[src/rtl/i2cmrr_pkg.sv]
// Shared types and constants for the I2C single-register-read master.
// No dependencies.
package i2cmrr_pkg;

  localparam logic [15:0] PHASE_TICKS_RESET    = 16'd50;
  localparam logic [7:0]  ACK_POLL_LIMIT_RESET = 8'd250;
  localparam logic [7:0]  READ_FAIL_BYTE       = 8'hFF;

  // Register word index, taken from paddr[2].
  localparam logic REG_PHASE_TICKS    = 1'b0;
  localparam logic REG_ACK_POLL_LIMIT = 1'b1;

  localparam logic [1:0] ERR_NONE     = 2'd0;
  localparam logic [1:0] ERR_ADDR_WR  = 2'd1;
  localparam logic [1:0] ERR_REG      = 2'd2;
  localparam logic [1:0] ERR_ADDR_RD  = 2'd3;

  localparam logic REQ_TICK  = 1'b0;
  localparam logic REQ_START = 1'b1;

  // Bus sequencer phases. Each byte transmit has three sub-phases per bit:
  // SCL low with data, SCL high, SCL low again before the next bit.
  typedef enum logic [27:0] {
    PH_IDLE  = 28'h0000001,
    PH_S1A   = 28'h0000002,
    PH_S1B   = 28'h0000004,
    PH_WTX0  = 28'h0000008,
    PH_WTX1  = 28'h0000010,
    PH_WTX2  = 28'h0000020,
    PH_WACK  = 28'h0000040,
    PH_WACKH = 28'h0000080,
    PH_RTX0  = 28'h0000100,
    PH_RTX1  = 28'h0000200,
    PH_RTX2  = 28'h0000400,
    PH_RACK  = 28'h0000800,
    PH_RACKH = 28'h0001000,
    PH_S2A   = 28'h0002000,
    PH_S2B   = 28'h0004000,
    PH_DTX0  = 28'h0008000,
    PH_DTX1  = 28'h0010000,
    PH_DTX2  = 28'h0020000,
    PH_DACK  = 28'h0040000,
    PH_DACKH = 28'h0080000,
    PH_RXL   = 28'h0100000,
    PH_RXH   = 28'h0200000,
    PH_RXK   = 28'h0400000,
    PH_NKL   = 28'h0800000,
    PH_NKH   = 28'h1000000,
    PH_SP1   = 28'h2000000,
    PH_SP2   = 28'h4000000,
    PH_SP3   = 28'h8000000
  } phase_t;

  typedef struct packed {
    logic [15:0] phase_ticks;
    logic [7:0]  ack_poll_limit;
  } cfg_t;

  typedef struct packed {
    logic       req_type;
    logic [6:0] dev_addr;
    logic [7:0] reg_addr;
    logic       sda_in;
  } item_t;

  typedef struct packed {
    logic       scl_level;
    logic       sda_pull_low;
    logic       busy_res;
    logic       done_res;
    logic [7:0] read_data;
    logic [1:0] error_code;
  } result_t;

endpackage

[src/rtl/i2cmrr_regs.sv]
// APB-style configuration registers for the I2C register-read master.
// Depends on i2cmrr_pkg.
module i2cmrr_regs (
  input  logic                clk,
  input  logic                rst,
  input  logic                psel,
  input  logic                penable,
  input  logic                pwrite,
  input  logic [2:0]          paddr,
  input  logic [31:0]         pwdata,
  output logic [31:0]         prdata,
  output logic                pready,
  output i2cmrr_pkg::cfg_t    cfg
);

  logic [15:0] phase_ticks;
  logic [7:0]  ack_poll_limit;
  logic        wr_en;

  assign pready = 1'b1;
  assign wr_en  = psel && penable && pwrite;

  always_ff @(posedge clk) begin
    if (rst) begin
      phase_ticks    <= i2cmrr_pkg::PHASE_TICKS_RESET;
      ack_poll_limit <= i2cmrr_pkg::ACK_POLL_LIMIT_RESET;
    end else if (wr_en) begin
      unique case (paddr[2])
        i2cmrr_pkg::REG_PHASE_TICKS:    phase_ticks    <= pwdata[15:0];
        i2cmrr_pkg::REG_ACK_POLL_LIMIT: ack_poll_limit <= pwdata[7:0];
        default: ;
      endcase
    end
  end

  always_comb begin
    unique case (paddr[2])
      i2cmrr_pkg::REG_PHASE_TICKS:    prdata = {16'd0, phase_ticks};
      i2cmrr_pkg::REG_ACK_POLL_LIMIT: prdata = {24'd0, ack_poll_limit};
      default:                        prdata = 32'd0;
    endcase
  end

  assign cfg.phase_ticks    = phase_ticks;
  assign cfg.ack_poll_limit = ack_poll_limit;

endmodule

[src/rtl/i2cmrr_seq.sv]
// Bus sequencer: state registers and the one-step update for one item.
// Depends on i2cmrr_pkg.
module i2cmrr_seq (
  input  logic                 clk,
  input  logic                 rst,
  input  logic                 step,
  input  i2cmrr_pkg::item_t    item,
  input  i2cmrr_pkg::cfg_t     cfg,
  output i2cmrr_pkg::result_t  result
);

  i2cmrr_pkg::phase_t phase, phase_next;
  logic [3:0]  bit_count, bit_count_next;
  logic [15:0] delay_count, delay_count_next;
  logic [7:0]  poll_count, poll_count_next;
  logic [7:0]  shift_byte, shift_byte_next;
  logic [6:0]  held_device, held_device_next;
  logic [7:0]  held_register, held_register_next;
  logic [1:0]  held_error, held_error_next;

  logic [15:0] delay_inc;
  logic [3:0]  bit_inc;
  logic        bit_last;
  logic        delay_due;
  logic        ack_high;
  logic        done;

  always_ff @(posedge clk) begin
    if (rst) begin
      phase         <= i2cmrr_pkg::PH_IDLE;
      bit_count     <= 4'd0;
      delay_count   <= 16'd0;
      poll_count    <= 8'd0;
      shift_byte    <= 8'd0;
      held_device   <= 7'd0;
      held_register <= 8'd0;
      held_error    <= i2cmrr_pkg::ERR_NONE;
    end else if (step) begin
      phase         <= phase_next;
      bit_count     <= bit_count_next;
      delay_count   <= delay_count_next;
      poll_count    <= poll_count_next;
      shift_byte    <= shift_byte_next;
      held_device   <= held_device_next;
      held_register <= held_register_next;
      held_error    <= held_error_next;
    end
  end

  assign delay_inc = (delay_count < cfg.phase_ticks) ? delay_count + 16'd1 : delay_count;
  assign delay_due = delay_inc >= cfg.phase_ticks;
  assign bit_inc   = bit_count + 4'd1;
  assign bit_last  = bit_inc >= 4'd8;
  assign ack_high  = (phase == i2cmrr_pkg::PH_WACKH) || (phase == i2cmrr_pkg::PH_RACKH) ||
                     (phase == i2cmrr_pkg::PH_DACKH);

  always_comb begin
    phase_next         = phase;
    bit_count_next     = bit_count;
    delay_count_next   = delay_count;
    poll_count_next    = poll_count;
    shift_byte_next    = shift_byte;
    held_device_next   = held_device;
    held_register_next = held_register;
    held_error_next    = held_error;
    done               = 1'b0;

    if (phase == i2cmrr_pkg::PH_IDLE) begin
      if (item.req_type == i2cmrr_pkg::REQ_START) begin
        held_device_next   = item.dev_addr;
        held_register_next = item.reg_addr;
        held_error_next    = i2cmrr_pkg::ERR_NONE;
        poll_count_next    = 8'd0;
        bit_count_next     = 4'd0;
        delay_count_next   = 16'd0;
        shift_byte_next    = 8'd0;
        phase_next         = i2cmrr_pkg::PH_S1A;
      end
    end else if (item.req_type == i2cmrr_pkg::REQ_TICK) begin
      delay_count_next = delay_inc;
      if (delay_due && ack_high && item.sda_in) begin
        // No acknowledge yet: keep polling with SCL high, or abort with a stop.
        if (poll_count >= cfg.ack_poll_limit) begin
          if (phase == i2cmrr_pkg::PH_WACKH) begin
            held_error_next = i2cmrr_pkg::ERR_ADDR_WR;
          end else if (phase == i2cmrr_pkg::PH_RACKH) begin
            held_error_next = i2cmrr_pkg::ERR_REG;
          end else begin
            held_error_next = i2cmrr_pkg::ERR_ADDR_RD;
          end
          delay_count_next = 16'd0;
          phase_next       = i2cmrr_pkg::PH_SP1;
        end else begin
          poll_count_next = poll_count + 8'd1;
        end
      end else if (delay_due) begin
        delay_count_next = 16'd0;
        unique case (phase)
          i2cmrr_pkg::PH_S1A:  phase_next = i2cmrr_pkg::PH_S1B;
          i2cmrr_pkg::PH_S1B: begin
            shift_byte_next = {held_device, 1'b0};
            bit_count_next  = 4'd0;
            phase_next      = i2cmrr_pkg::PH_WTX0;
          end
          i2cmrr_pkg::PH_WTX0: phase_next = i2cmrr_pkg::PH_WTX1;
          i2cmrr_pkg::PH_WTX1: phase_next = i2cmrr_pkg::PH_WTX2;
          i2cmrr_pkg::PH_WTX2: begin
            shift_byte_next = {shift_byte[6:0], 1'b0};
            bit_count_next  = bit_inc;
            phase_next      = bit_last ? i2cmrr_pkg::PH_WACK : i2cmrr_pkg::PH_WTX0;
          end
          i2cmrr_pkg::PH_WACK: begin
            poll_count_next = 8'd0;
            phase_next      = i2cmrr_pkg::PH_WACKH;
          end
          i2cmrr_pkg::PH_WACKH: begin
            shift_byte_next = held_register;
            bit_count_next  = 4'd0;
            phase_next      = i2cmrr_pkg::PH_RTX0;
          end
          i2cmrr_pkg::PH_RTX0: phase_next = i2cmrr_pkg::PH_RTX1;
          i2cmrr_pkg::PH_RTX1: phase_next = i2cmrr_pkg::PH_RTX2;
          i2cmrr_pkg::PH_RTX2: begin
            shift_byte_next = {shift_byte[6:0], 1'b0};
            bit_count_next  = bit_inc;
            phase_next      = bit_last ? i2cmrr_pkg::PH_RACK : i2cmrr_pkg::PH_RTX0;
          end
          i2cmrr_pkg::PH_RACK: begin
            poll_count_next = 8'd0;
            phase_next      = i2cmrr_pkg::PH_RACKH;
          end
          i2cmrr_pkg::PH_RACKH: phase_next = i2cmrr_pkg::PH_S2A;
          i2cmrr_pkg::PH_S2A:   phase_next = i2cmrr_pkg::PH_S2B;
          i2cmrr_pkg::PH_S2B: begin
            shift_byte_next = {held_device, 1'b1};
            bit_count_next  = 4'd0;
            phase_next      = i2cmrr_pkg::PH_DTX0;
          end
          i2cmrr_pkg::PH_DTX0: phase_next = i2cmrr_pkg::PH_DTX1;
          i2cmrr_pkg::PH_DTX1: phase_next = i2cmrr_pkg::PH_DTX2;
          i2cmrr_pkg::PH_DTX2: begin
            shift_byte_next = {shift_byte[6:0], 1'b0};
            bit_count_next  = bit_inc;
            phase_next      = bit_last ? i2cmrr_pkg::PH_DACK : i2cmrr_pkg::PH_DTX0;
          end
          i2cmrr_pkg::PH_DACK: begin
            poll_count_next = 8'd0;
            phase_next      = i2cmrr_pkg::PH_DACKH;
          end
          i2cmrr_pkg::PH_DACKH: begin
            shift_byte_next = 8'd0;
            bit_count_next  = 4'd0;
            phase_next      = i2cmrr_pkg::PH_RXL;
          end
          i2cmrr_pkg::PH_RXL: phase_next = i2cmrr_pkg::PH_RXH;
          i2cmrr_pkg::PH_RXH: begin
            shift_byte_next = {shift_byte[6:0], item.sda_in};
            phase_next      = i2cmrr_pkg::PH_RXK;
          end
          i2cmrr_pkg::PH_RXK: begin
            bit_count_next = bit_inc;
            phase_next     = bit_last ? i2cmrr_pkg::PH_NKL : i2cmrr_pkg::PH_RXL;
          end
          i2cmrr_pkg::PH_NKL: phase_next = i2cmrr_pkg::PH_NKH;
          i2cmrr_pkg::PH_NKH: phase_next = i2cmrr_pkg::PH_SP1;
          i2cmrr_pkg::PH_SP1: phase_next = i2cmrr_pkg::PH_SP2;
          i2cmrr_pkg::PH_SP2: phase_next = i2cmrr_pkg::PH_SP3;
          i2cmrr_pkg::PH_SP3: begin
            phase_next = i2cmrr_pkg::PH_IDLE;
            done       = 1'b1;
          end
          default: phase_next = i2cmrr_pkg::PH_IDLE;
        endcase
      end
    end
  end

  // Bus levels follow the updated phase.
  always_comb begin
    result.scl_level    = 1'b1;
    result.sda_pull_low = 1'b0;
    unique case (phase_next) inside
      i2cmrr_pkg::PH_WTX0, i2cmrr_pkg::PH_WTX2, i2cmrr_pkg::PH_RTX0, i2cmrr_pkg::PH_RTX2,
      i2cmrr_pkg::PH_DTX0, i2cmrr_pkg::PH_DTX2: begin
        result.scl_level    = 1'b0;
        result.sda_pull_low = ~shift_byte_next[7];
      end
      i2cmrr_pkg::PH_WTX1, i2cmrr_pkg::PH_RTX1, i2cmrr_pkg::PH_DTX1: begin
        result.sda_pull_low = ~shift_byte_next[7];
      end
      i2cmrr_pkg::PH_S1B, i2cmrr_pkg::PH_S2B, i2cmrr_pkg::PH_SP2: begin
        result.sda_pull_low = 1'b1;
      end
      i2cmrr_pkg::PH_WACK, i2cmrr_pkg::PH_RACK, i2cmrr_pkg::PH_DACK,
      i2cmrr_pkg::PH_RXL, i2cmrr_pkg::PH_NKL: begin
        result.scl_level = 1'b0;
      end
      i2cmrr_pkg::PH_SP1: begin
        result.scl_level    = 1'b0;
        result.sda_pull_low = 1'b1;
      end
      default: ;
    endcase
  end

  assign result.busy_res   = phase_next != i2cmrr_pkg::PH_IDLE;
  assign result.done_res   = done;
  assign result.read_data  = !done ? 8'd0 :
                             (held_error_next != i2cmrr_pkg::ERR_NONE) ?
                             i2cmrr_pkg::READ_FAIL_BYTE : shift_byte_next;
  assign result.error_code = done ? held_error_next : i2cmrr_pkg::ERR_NONE;

endmodule

[src/rtl/i2c_master_register_read.sv]
// Top level of the I2C single-register-read master: input and result registers.
// Depends on i2cmrr_pkg, i2cmrr_regs and i2cmrr_seq.
//
//   Channel  Handshake              Contents
//   in       in_valid / in_ready    req_type, dev_addr, reg_addr, sda_in
//   out      out_valid / out_ready  scl_level, sda_pull_low, busy_res, done_res,
//                                   read_data, error_code
//   cfg      APB psel/penable/...   phase_ticks (0x0), ack_poll_limit (0x4)
//
// Each transaction passes through the input register, then through the
// sequencer step into the result register.
// One transaction per cycle is sustained while the output is not stalled; the sequencer state is updated by each step.
// Reset is synchronous and clears the valid flags, sequencer state and configuration registers.
// A stalled output holds the result; the input register keeps taking items while
// the result register can drain.
module i2c_master_register_read (
  input  logic        clk,
  input  logic        rst,
  input  logic        in_valid,
  output logic        in_ready,
  input  logic        req_type,
  input  logic [6:0]  dev_addr,
  input  logic [7:0]  reg_addr,
  input  logic        sda_in,
  output logic        out_valid,
  input  logic        out_ready,
  output logic        scl_level,
  output logic        sda_pull_low,
  output logic        busy_res,
  output logic        done_res,
  output logic [7:0]  read_data,
  output logic [1:0]  error_code,
  input  logic        psel,
  input  logic        penable,
  input  logic        pwrite,
  input  logic [2:0]  paddr,
  input  logic [31:0] pwdata,
  output logic [31:0] prdata,
  output logic        pready
);

  i2cmrr_pkg::cfg_t    cfg;
  i2cmrr_pkg::item_t   item;
  i2cmrr_pkg::result_t result;
  i2cmrr_pkg::result_t out_data;
  logic                item_valid;
  logic                out_free;
  logic                step;

  assign out_free = !out_valid || out_ready;
  assign step     = item_valid && out_free;
  assign in_ready = !item_valid || out_free;

  always_ff @(posedge clk) begin
    if (rst) begin
      item_valid <= 1'b0;
    end else if (in_ready) begin
      item_valid <= in_valid;
    end
  end

  always_ff @(posedge clk) begin
    if (in_valid && in_ready) begin
      item.req_type <= req_type;
      item.dev_addr <= dev_addr;
      item.reg_addr <= reg_addr;
      item.sda_in   <= sda_in;
    end
  end

  always_ff @(posedge clk) begin
    if (rst) begin
      out_valid <= 1'b0;
    end else if (step) begin
      out_valid <= 1'b1;
    end else if (out_ready) begin
      out_valid <= 1'b0;
    end
  end

  always_ff @(posedge clk) begin
    if (step) begin
      out_data <= result;
    end
  end

  i2cmrr_regs u_regs (
    .clk     (clk),
    .rst     (rst),
    .psel    (psel),
    .penable (penable),
    .pwrite  (pwrite),
    .paddr   (paddr),
    .pwdata  (pwdata),
    .prdata  (prdata),
    .pready  (pready),
    .cfg     (cfg)
  );

  i2cmrr_seq u_seq (
    .clk    (clk),
    .rst    (rst),
    .step   (step),
    .item   (item),
    .cfg    (cfg),
    .result (result)
  );

  assign scl_level    = out_data.scl_level;
  assign sda_pull_low = out_data.sda_pull_low;
  assign busy_res     = out_data.busy_res;
  assign done_res     = out_data.done_res;
  assign read_data    = out_data.read_data;
  assign error_code   = out_data.error_code;

endmodule

[config.mk]
export PLATFORM = sky130hd
export DESIGN_NAME = i2c_master_register_read
export DESIGN_NICKNAME = d
export VERILOG_FILES = /design/src/rtl/i2cmrr_pkg.sv /design/src/rtl/i2cmrr_regs.sv /design/src/rtl/i2cmrr_seq.sv /design/src/rtl/i2c_master_register_read.sv
export SDC_FILE = /design/constraint.sdc
export NUM_CORES = 1
export LEC_CHECK = 0
export BUFFER_PORTS_ARGS = -buffer_cell sky130_fd_sc_hd__buf_4
export CAP_MARGIN = 10
export CORE_MARGIN = 1
export CORE_UTILIZATION = 25
export CTS_CLUSTER_DIAMETER = 150
export DETAILED_ROUTE_END_ITERATION = 8
export PLACE_DENSITY = 0.53
export SYNTH_ARGS = -nofsm -noshare
export SYNTH_HDL_FRONTEND = slang
export SYNTH_SLANG_ARGS = --single-unit
[constraint.sdc]
create_clock -name clk -period 5.6 [get_ports clk]
set_input_delay 1.12 -clock clk [delete_from_list [all_inputs] [get_ports clk]]
set_output_delay 1.12 -clock clk [all_outputs]
set_load 0.01 [all_outputs]
# After elaboration in Yosys (flattened, before gate mapping)
# Cells that the tools add are included.
[totals]
wordCells = 168
out_inout_bits = 49
reg_bits = 138
[op_classes]
n_reduce_logical = 31
eq_ne = 51
addsub = 3
bitwise = 2
muxes = 55
n_lt_le_gt_ge = 4
[op_table]
columns = ["operator", "n"]
rows = [
  ["one-hot mux 28 bit (26 select lines)", 1],
  ["two-way mux 28 bit", 6],
  ["two-way mux 16 bit", 7],
  ["two-way mux 8 bit", 13],
  ["one-hot mux 32 bit (2 select lines)", 1],
  ["== test 28 x 10 -> 1 bit, second input constant", 2],
  ["== test 28 x 11 -> 1 bit, second input constant", 2],
  ["== test 28 x 12 -> 1 bit, second input constant", 2],
  ["== test 28 x 15 -> 1 bit, second input constant", 2],
  ["== test 28 x 16 -> 1 bit, second input constant", 2],
  ["== test 28 x 17 -> 1 bit, second input constant", 2],
  ["== test 28 x 18 -> 1 bit, second input constant", 2],
  ["== test 28 x 19 -> 1 bit, second input constant", 2],
  ["== test 28 x 21 -> 1 bit, second input constant", 2],
  ["== test 28 x 24 -> 1 bit, second input constant", 2],
  ["== test 28 x 26 -> 1 bit, second input constant", 2],
  ["== test 28 x 27 -> 1 bit, second input constant", 2],
  ["== test 28 x 3 -> 1 bit, second input constant", 2],
  ["== test 28 x 4 -> 1 bit, second input constant", 2],
  ["== test 28 x 5 -> 1 bit, second input constant", 2],
  ["== test 28 x 6 -> 1 bit, second input constant", 2],
  ["== test 28 x 7 -> 1 bit, second input constant", 2],
  ["== test 28 x 9 -> 1 bit, second input constant", 2],
  ["one-hot mux 8 bit (6 select lines)", 1],
  ["other kinds (43)", 81],
]

# Longest topological paths before layout
# Gate-level depths: netlist of run 1.
[logic_depth]
depth_word = 11
mapped_depth = 29
depth_no_buf = 26

# Hierarchy
# Synthesis of run 1 repeated with hierarchy kept, for this count alone.
[hier_totals]
cells_unflattened = 1112
hier_area_um2 = 9256.4
[modules_own_cells]
columns = ["mod", "area_each_um2", "cells_each", "instances"]
rows = [
  ["i2cmrr_seq", 6909.1, 935, 1],
  ["i2cmrr_regs", 1312.5, 136, 1],
  ["i2c_master_register_read", 1034.7, 41, 1],
]

# Worst setup path after synthesis of run 1
# No wires, ideal clock.
[synth_timing]
path_kind = "register to register"
start = "register u_regs.phase_ticks[9]"
end = "register out_data (netlist bit scl_level) (data pin)"
t_arrival_ns = 5.435
path_slack_ns = -0.090
stages_incl_launch_ff = 29
setup_ns = 0.255
path_cell_list = "dfxtp_1 inv_1 ha_1 a21o_1 a21o_1 a21o_1 a21o_1 a21o_1 a21o_1 a21oi_1 o21a_1 clkbuf_1 nand3_1 nor2_1 xnor2_1 ha_1 nand4_1 nor3_1 a21o_1 o21ai_1 nor2_1 clkbuf_1 o21ai_0 or3_1 nand2b_1 a211oi_2 nand2_1 o32a_1 and3_1"
[synth_rtl]
columns = ["element", "line_no", "rtl"]
rows = [
  ["start: declaration", "i2cmrr_regs.sv:16", "logic [15:0] phase_ticks;"],
  ["start signal: assignment", "i2cmrr_regs.sv:25", "phase_ticks <= i2cmrr_pkg::PHASE_TICKS_RESET;"],
  ["start signal: assignment", "i2cmrr_regs.sv:29", "i2cmrr_pkg::REG_PHASE_TICKS: phase_ticks <= pwdata[15:0];"],
  ["end signal: assignment", "i2c_master_register_read.sv:83", "out_data <= result;"],
  ["end: declaration", "i2c_master_register_read.sv:45", "i2cmrr_pkg::result_t out_data;"],
]

==> out/metrics.csv, run 1 <==
metric;value;unit
status;finished clean;
DIE HEIGHT;187;um
mux contribution to synthesized area;0.860;%
Distinct cells, synth;84;
pin count of the biggest net entering global routing;74;
initial core utilization;25.5;%
arrival time at the worst endpoint;5.64;ns
unrepaired setup endpoints after global routing;true;
Die X;187;um
Mapped Avg Cell Area;8.19;sq um
slew margin rel.;21.4;%
site row count;67;
Max-Cap Viols;0;
Synth Cell Area;0.00859;sq mm
setup slack, reg-to-reg;0.15;ns
clock sinks;138;
Syn Inst Count;1048;
met1 Usage GRT;19.9;%
Post-DP Area;0.0102;sq mm
Top FF cell, synth;dfxtp_1;
worst hold path type;flip-flop to flip-flop;
Synth Area in XOR/XNOR;2.45;%
IO Count;108;
Power Density;225;mW/mm^2
largest family of logic cells by synthesized area;simple AND/OR/NAND/NOR gates;
Setup Viol. Count Final;0;
Port Buf Inserts;72;
post-synthesis compound-gate area fraction;20.8;%
Clock Path Buffers;2;
cell area after layout;0.0112;sq mm
vias in the first global route;8127;
Final WS setup;0.145;ns
Tcrit/Tclk final;97.4;%
post-synthesis adder-cell area fraction;6.41;%
synth warn;0;
GR Layer Usage met3;2.70;%
Synth async-reset ratio;0;%
CP peak stage delay;0.37;ns
number of CTS-inserted buffers;17;
CTS Hold Bufs;0;
RePlAce Congestion;0.938;
min-delay src;u_regs.phase_ticks[7];
Remaining DRCs;0;
Overflow after GRT;0;
Cells after DPL;1614;
post-route ant nets;0;
Fill cells;3591;
reg2reg end;scl_level;
# nets final;1305;
# H-tree levels;4;
DRT iter0 DRCs;672;
layout cells sized above 1;24.7;%
WL/cell;16.3;um
fmax;0.183;GHz
P_leak;4.51;nW
hold path endpoint;u_regs.phase_ticks[7];
post-detail-place hpwl;20100;um
met2 Usage GRT;26.2;%
Critical Path Fanout Max;5;
busiest grt layer;met2;
Syn-to-layout area delta;30.1;%
Vias/cell;4.95;
TritonRoute pass-1 iters;5;
CP dominant cell by count;a21o_1;
CP Class;flip-flop to flip-flop;
drt total wl;27100;um
GRT Resource Usage Total;15.6;%
Post-Synth Simple-Gate Area;27.4;%
clock root cell;clkbuf_16;
Reg-to-Reg Start;u_seq.delay_count[1];
first-pass GRT wire length;43600;um
post-placement setup slack;-0.398;ns
Worst Max-Slew Pin Slew;1.18;ns
CP Launch Type;flip-flop;
Worst-path clk slew;0.07;ns
endpoints failing hold;0;
crit path from;u_seq.delay_count[1];
Req. time, crit path;5.78;ns
min Tclk post-route;5.45;ns
CTS tree;built;
clock skew;0.0150;ns
final core occ;33.2;%
Final Non-Filler Cells;1663;
Slew Limit Fails;0;
post-synthesis sequential area ratio;35.8;%
n_diodes;0;
Setup crit end kind;flip-flop;
antenna violations before repair;0;
worst r2r path cells;26;
Yosys reg bits;138;
Hold Crit Depth;2;
EDFF count, synth;31;
core area;0.0337;sq mm
clock latency on the worst-skew pair;0.43;ns
VDD IR max;0.170;mV
slowest CP cell;dfxtp_1;
Die ar.;0.0351;sq mm
total number of vias;8232;
how the worst max path moves through the flow:
| stage | to | slack (ns) | cells after the start |
|---|---|---|---|
| final | scl_level | 0.15 | 26 |
| after global routing | sda_pull_low | -0.06 | 29 |
| after detailed placement | scl_level | -0.40 | 27 |
| after CTS | scl_level | 0.006 | 29 |
| after floorplan | scl_level | 0.04 | 28 |
| after global placement | scl_level | -0.36 | 27 |
flip-flops by register name, indices dropped and copies added, names as in the netlist, 2 cells and up:
name / cells
u_seq.bit_count: 4
u_seq.phase: 28
u_seq.delay_count: 16
u_regs.ack_poll_limit: 8
u_regs.phase_ticks: 16
u_seq.held_error: 2
u_seq.held_device: 7
error_code: 2
item: 17
u_seq.shift_byte: 8
read_data: 8
u_seq.poll_count: 8
u_seq.held_register: 8
cell families after synthesis:
kind of cell,after synthesis
compound gates,269
xor+xnor,24
fa+ha+maj,44
buf+inv,113
flops,138
mux,7
other cells,2
simple gates,451
worst max-delay path, delay by kind of cell, from the launching register on:
family / cells / cell delay, ns
AO/OA/AOI/OAI: 13 / 2.43
XOR/XNOR: 1 / 0.18
adder cells (fa/ha/maj): 2 / 0.47
buffers and inverters: 5 / 0.70
flip-flops: 1 / 0.37
multiplexers: 2 / 0.51
AND/OR/NAND/NOR: 3 / 0.55
power by group:
group          internal [mW]  switching (mW)
clock network          0.642           0.464
logic                  0.139           0.196
registers               1.05          0.0300
total                   1.83           0.689
cells in the mapped netlist (10+ instances only):
cell / n / area (sq um)
nand3_1: 31 / 155
nor3_1: 31 / 155
or4_1: 10 / 75.1
nor2_1: 127 / 477
a211o_1: 12 / 105
o21a_1: 12 / 90.1
a22oi_1: 16 / 120
clkbuf_1: 38 / 143
buf_2: 10 / 50.1
dfxtp_1: 107 / 2140
nand4_1: 14 / 87.6
buf_4: 20 / 150
a21oi_1: 82 / 410
o21ai_0: 47 / 235
edfxtp_1: 31 / 931
nand2_1: 125 / 469
nor4_1: 17 / 106
a22o_1: 11 / 96.3
or3_1: 11 / 68.8
a21o_1: 18 / 135
xor2_1: 16 / 140
a211oi_1: 23 / 173
ha_1: 44 / 551
inv_1: 39 / 146
and3_1: 16 / 100
final cells by class:
cell class / instances / area, sq um / share of cell area (%)
tap: 448 / 561 / 5.02
multi-input combinational: 812 / 5290 / 47.4
sequential: 138 / 3080 / 27.5
inverter: 40 / 153 / 1.37
clock buffer: 21 / 460 / 4.12
clock inverter: 11 / 111 / 0.997
timing repair buffer: 193 / 1520 / 13.6
stage by stage:
| step | TNS [ns] | total power, mW | hold WS (ns) |
|---|---|---|---|
| floorplan | 0 | 1.30 | 0.431 |
| global placement | -1.31 | 1.41 | 0.442 |
| detailed placement | -1.71 | 1.42 | 0.448 |
| CTS | 0 | 2.54 | 0.456 |
| global route | -0.110 | 2.63 | 0.477 |
| finish | 0 | 2.52 | 0.454 |
routing by layer:
metal	wire length, um	vias to the layer above
li1	-	4095
met1	12100	3870
met2	13100	218
met3	1250	49
met4	696	0
met5	0	-
placed cells by master, fill, tap and decap left out, drive strengths merged, types with 17 or more instances in the layout:
master and n:
a211oi 24, conb 17, inv 45, ha 44
nor3 31, a21oi 83, nor4 25, a21o 19
clkbuf 21, nand3 32, nor2 128, nand2 127
o21ai 49, edfxtp 31, buf 193, dfxtp 107
what timing repair did:
action | CTS | global route
gates resized for setup | 36 | 37
pin swaps | 27 | 41
buffers inserted | 13 | 4
cloned | 1 | 0
setup endpoints to repair | 10 | 8
(Power assumes the default switching activity.)
==> inputs of run 2 (changes only) <==
Settings changed: CORE_UTILIZATION 25 to 50, PLACE_DENSITY 0.53 to 0.84.
==> run 2 against run 1 <==
Utilization up 32 points. Count of clock-buffer cells in the layout decreased by 3. Wire length rose by 2.4%. Clock skew shrank 0.0063 ns. Sequential share of layout area rose by 0.82 points. First-iteration DRC count is 94% higher. Via count increased by 7.7%. Cell area down 2.9%. Combinational power about the same. Critical endpoint unchanged. Highest routed layer unchanged. Critical path depth up 1. Maximum frequency shrank 2.4%. Hold slack better by 0.0011 ns.
==> out/metrics.csv, run 2 (synthesis results as in run 1) <==
metric;value;unit
status;finished clean;
clock sinks;138;
P_leak;4.46;nW
Syn-to-layout area delta;26.3;%
Power Density;242;mW/mm^2
Top Registers;u_seq.phase x28, item x17;
VDD IR max;0.266;mV
Worst Max-Slew Pin Slew;1.17;ns
TritonRoute pass-1 iters;6;
core area;0.0167;sq mm
most common cell after layout, fill and taps aside;buf_4;
Vias/cell;6.22;
final hold slack;0.456;ns
Overflow after GRT;0;
# H-tree levels;4;
DRT iter0 DRCs;1307;
first-pass GRT wire length;42000;um
worst hold path type;flip-flop to flip-flop;
setup_tns;0;ns
slew margin rel.;21.8;%
IO Count;108;
# nets final;1295;
n_diodes;0;
DIE HEIGHT;133;um
Max-Cap Viols;0;
total number of vias;8866;
CP Launch Type;flip-flop;
Tcrit/Tclk final;99.8;%
Final Non-Filler Cells;1425;
endpoints failing hold;0;
min Tclk post-route;5.59;ns
Slew Limit Fails;0;
WL/cell;19.5;um
arrival time at the worst endpoint;5.78;ns
antenna violations before repair;0;
site row count;47;
area occupied by multi-input gates;0.00532;sq mm
clock skew;0.00871;ns
layout cells sized above 1;24.4;%
post-detail-place hpwl;18400;um
fmax;0.179;GHz
drt total wl;27800;um
Die ar.;0.0177;sq mm
initial core utilization;51.4;%
Req. time, crit path;5.79;ns
CP Class;flip-flop to flip-flop;
Largest register FFs;28;
RePlAce Congestion;1.04;
number of CTS-inserted buffers;17;
cell area after layout;0.0108;sq mm
Fill cells;1345;
Clock Path Buffers;2;
final core occ;64.9;%
commonest cells after routing, fill and taps aside;177 x buf_4, 124 x nand2_1, 116 x nor2_1;
GRT Resource Usage Total;30.3;%
Die X;133;um
post-route ant nets;0;
register area;0.00308;sq mm
Post-DP Area;0.00973;sq mm
Worst-path clk slew;0.06;ns
pin count of the biggest net entering global routing;75;
clock root cell;clkbuf_16;
Setup crit end kind;flip-flop;
CTS tree;built;
Cells after DPL;1367;
unrepaired setup endpoints after global routing;true;
Critical Path Fanout Max;7;
Port Buf Inserts;72;
Remaining DRCs;0;
clock latency on the worst-skew pair;0.44;ns
vias in the first global route;8425;
Setup Viol. Count Final;0;
Top reg by flops;u_seq.phase;
-- run 2: changes by cell type in the layout (fill, tap and decap cells not counted), moves of 3 or more --
cell       before  now
buf_4         184  177
a21oi_2         3    6
nor2_1        120  116
inv_4           3    0
bufinv_16       1    4
clkinv_2        0    3
-- run 2: worst max-delay path, stage by stage (launching register included) --
cell      delay [ns]
dfxtp_2         0.32
inv_2           0.04
ha_1            0.27
a21o_1          0.16
a21o_1          0.18
a21o_1          0.17
a21o_1          0.18
a21o_1          0.18
a211oi_2        0.26
o21a_4          0.25
buf_6           0.13
nand3_2         0.08
xnor2_1         0.17
ha_1            0.36
a21oi_2         0.20
o21a_1          0.21
o21ai_4         0.09
o21a_1          0.24
buf_12          0.15
buf_4           0.14
o21ai_0         0.06
o21ai_1         0.15
or3_4           0.41
nand2b_4        0.17
a211oi_4        0.22
nand2_1         0.08
o32a_1          0.29
and3_1          0.16
-- run 2: per-layer routing --
layer / vias up / global-route usage [%] / wire length [um]
li1: 4077 / - / -
met1: 4106 / 36.8 / 10800
met2: 537 / 49.6 / 13000
met3: 146 / 6.82 / 2460
met4: 0 / 17.2 / 1470
met5: - / 0 / 0
-- run 2: path summary, 6_finish.rpt --
path	startpoint	end	slack [ns]	depth (start not counted)
max	u_regs.phase_ticks[1]	scl_level	0.01	27
min	u_regs.phase_ticks[6]	u_regs.phase_ticks[6]	0.46	2
max reg2reg	u_regs.phase_ticks[1]	scl_level	0.01	27
min reg2reg	u_regs.phase_ticks[6]	u_regs.phase_ticks[6]	0.46	2
-- run 2: power breakdown --
part	internal [mW]	total (mW)	switching (mW)
clock	0.747	1.22	0.469
sequential	1.05	1.08	0.0315
combinational	0.136	0.333	0.197
total	1.93	2.63	0.697
-- run 2: final cells by class --
| class | count | area share [%] |
|---|---|---|
| inverters | 40 | 1.38 |
| clock buffers | 18 | 3.96 |
| clock inverters | 14 | 1.79 |
| repair buffers | 183 | 13.0 |
| well taps | 220 | 2.54 |
| flip-flops and latches | 138 | 28.4 |
| multi-input cells | 812 | 49.0 |
-- run 2: repair_timing --
action,CTS,global route
gates resized for setup,45,31
endpoints found under the hold margin,0,0
hold buffers,0,0
setup endpoints to repair,20,13
pin swaps,36,38
buffers inserted,18,8
-- run 2: through the flow --
step           power, mW  setup WS (ns)
2_1_floorplan       1.30         0.0391
3_3_place_gp        1.39         -0.245
3_5_place_dp        1.40         -0.282
4_1_cts             2.61         0.0120
5_1_grt             2.70         -0.153
6_report            2.63         0.0107
==> inputs of run 3 (changes only) <==
Settings changed: ABC_AREA from default to 1.
==> run 3 against run 2 <==
Non-clock buffer count shrank 100. Setup slack gained 0.28 ns. Sequential share of layout area shrank 0.24 points. First-iteration DRC count shrank 46%. Combinational power grew 33%. Total power grew 2.8%. Die area grew 12%. Critical path type unchanged. Critical endpoint is now sda_pull_low. Highest routed layer unchanged.
==> out/metrics.csv, run 3 <==
metric;value;unit
pin count of the biggest net entering global routing;60;
Tcrit/Tclk final;94.8;%
sequential power share;40.3;%
antenna violations before repair;0;
CP Class;flip-flop to flip-flop;
status;finished clean;
DRT iter0 DRCs;700;
# H-tree levels;4;
TritonRoute pass-1 iters;6;
Critical Path Fanout Max;16;
drt total wl;24700;um
Largest register FFs;28;
DIE HEIGHT;141;um
most frequent cells after synthesis;306 x nand2_1, 204 x inv_1, 155 x nor2_1;
CTS tree;built;
synth warn;0;
min Tclk post-route;5.31;ns
WP buf/inv;6;
first-pass GRT wire length;41300;um
worst hold path type;flip-flop to flip-flop;
n_diodes;0;
Worst Max-Slew Pin Slew;0.941;ns
clock skew;0.0124;ns
Remaining DRCs;0;
Req. time, crit path;5.79;ns
Setup Buffers After CTS;0;
Setup Viol. Count Final;0;
site row count;50;
WL/cell;14.2;um
commonest cells after routing, fill and taps aside;305 x nand2_1, 203 x inv_1, 154 x nor2_1;
Synth Cell Area;0.00965;sq mm
Die X;141;um
layout cells sized above 1;14.3;%
total number of vias;9480;
Total Power;2.70;mW
Slew Limit Fails;0;
Top FF cell, synth;dfxtp_1;
internal power;1.87;mW
post-route ant nets;0;
Distinct cells, synth;58;
Syn-to-layout area delta;13.2;%
Clock power frac;43.3;%
Synth top area share;22.2;%
slowest CP cell;nor3_1;
RePlAce Congestion;0.945;
endpoints failing hold;0;
# nets final;1576;
Synth async-reset ratio;0;%
Die ar.;0.0199;sq mm
Switching Share;30.7;%
VDD IR max;0.229;mV
core area;0.0188;sq mm
CP Launch Type;flip-flop;
combinational share of power;16.4;%
Vias/cell;5.43;
net switching power figure;0.830;mW
Final Non-Filler Cells;1746;
arrival time at the worst endpoint;5.50;ns
clock root cell;clkbuf_16;
P_leak;5.36;nW
clock latency on the worst-skew pair;0.44;ns
post-synthesis sequential area ratio;31.8;%
Cells after DPL;1714;
Mapped Avg Cell Area;6.81;sq um
Area contributors post-synth;dfxtp_1 22%, nand2_1 12%, edfxtp_1 9.6%, inv_1 7.9%, nor2_1 6.0%;
CP dominant cell by count;nand2_1;
most common cell after layout, fill and taps aside;nand2_1;
Yosys reg bits;138;
slew margin rel.;37.1;%
Synth area leader;dfxtp_1;
Syn Inst Count;1417;
Worst-path clk slew;0.07;ns
number of CTS-inserted buffers;17;
Top Registers;u_seq.phase x28, item x17;
Max-Cap Viols;0;
Top reg by flops;u_seq.phase;
count leader, synth;nand2_1;
vias in the first global route;8712;
cell area after layout;0.0109;sq mm
GRT Resource Usage Total;25.9;%
initial core utilization;51.3;%
Clock Path Buffers;2;
setup_tns;0;ns
Port Buf Inserts;72;
CP peak stage delay;0.35;ns
IO Count;108;
post-detail-place hpwl;17400;um
family with the most delay on the worst path;simple AND/OR/NAND/NOR gates;
Power Density;247;mW/mm^2
Post-DP Area;0.0103;sq mm
Setup crit end kind;flip-flop;
fmax;0.188;GHz
clock sinks;138;
Overflow after GRT;0;
Fill cells;1672;
EDFF count, synth;31;
[run 3: cell count changes in the layout (fill, tap and decap cells not counted), moves of 22 or more]
cell,delta
nor2_1,+38
nand2_1,+181
buf_4,-94
nand2_2,+22
nand3_1,+30
a21oi_1,+31
inv_1,+167
o21ai_0,+76
nand4_1,+22
[run 3: kinds of logic (layout without fill, tap and decap cells)]
family	after synthesis	count (layout)	synth area share [%]
mux	2	2	0.467
simple gates	647	647	31.3
fa+ha+maj	44	44	5.70
buf+inv	281	335	12.4
compound gates	281	281	16.2
flops	138	138	31.8
xor+xnor	22	22	2.00
other cells	2	17	0.0778
[run 3: metrics by stage]
step / util [%] / hold slack [ns] / setup WS (ns)
2_1_floorplan: - / 0.447 / 1.30
6_report: 58.0 / 0.476 / 0.291
4_1_cts: 57.9 / 0.477 / 0.302
3_3_place_gp: 54.7 / 0.454 / 0.448
3_5_place_dp: 54.7 / 0.460 / 0.418
5_1_grt: 58.0 / 0.491 / -0.0303
[run 3: repair_timing]
item / CTS / global route
endpoints found under the setup margin: 0 / 11
hold buffers: 0 / 0
resized for setup: 0 / 5
[run 3: metal layers]
| metal | up-vias | GRT usage [%] | share of wire, % |
|---|---|---|---|
| li1 | 4689 | - | - |
| met5 | - | 0 | 0 |
| met2 | 377 | 43.6 | 48 |
| met1 | 4335 | 31.5 | 42 |
| met4 | 0 | 12.2 | 3.5 |
| met3 | 79 | 5.50 | 6.4 |
[run 3: worst paths after layout]
check	slack (ns)	start	to	cells after the start
setup reg to reg	0.29	u_regs.phase_ticks[9]	sda_pull_low	31
setup / recovery	0.29	u_regs.phase_ticks[9]	sda_pull_low	31
hold reg to reg	0.48	item[14]	u_seq.held_device[5]	2
hold / removal	0.48	item[14]	u_seq.held_device[5]	2
[run 3: area by class of cell]
class                      instances  area (sq um)  area share [%]
clock inverter                    15           183            1.67
inverter                         220           836            7.65
timing repair buffer              83           623            5.70
tap                              260           325            2.98
clock buffer                      17           425            3.89
sequential                       138          3070            28.1
multi-input combinational       1013          5460            50.0
[run 3: power groups by stage]
| stage | Clock (mW) | Combinational [mW] | Sequential [mW] |
|---|---|---|---|
| 2_1_floorplan | 0 | 0.338 | 1.10 |
| 3_3_place_gp | 0 | 0.426 | 1.11 |
| 3_5_place_dp | 0 | 0.437 | 1.11 |
| 4_1_cts | 1.18 | 0.441 | 1.09 |
| 5_1_grt | 1.22 | 0.494 | 1.09 |
| 6_report | 1.17 | 0.444 | 1.09 |
[run 3: worst reg2reg max path: cells and delay by family (launching register included)]
family | cells | cell delay (ns)
adder cells (fa/ha/maj) | 2 | 0.60
XOR/XNOR | 1 | 0.21
flip-flops | 1 | 0.31
AO/OA/AOI/OAI | 5 | 0.95
buffers and inverters | 6 | 0.86
AND/OR/NAND/NOR | 17 | 2.13
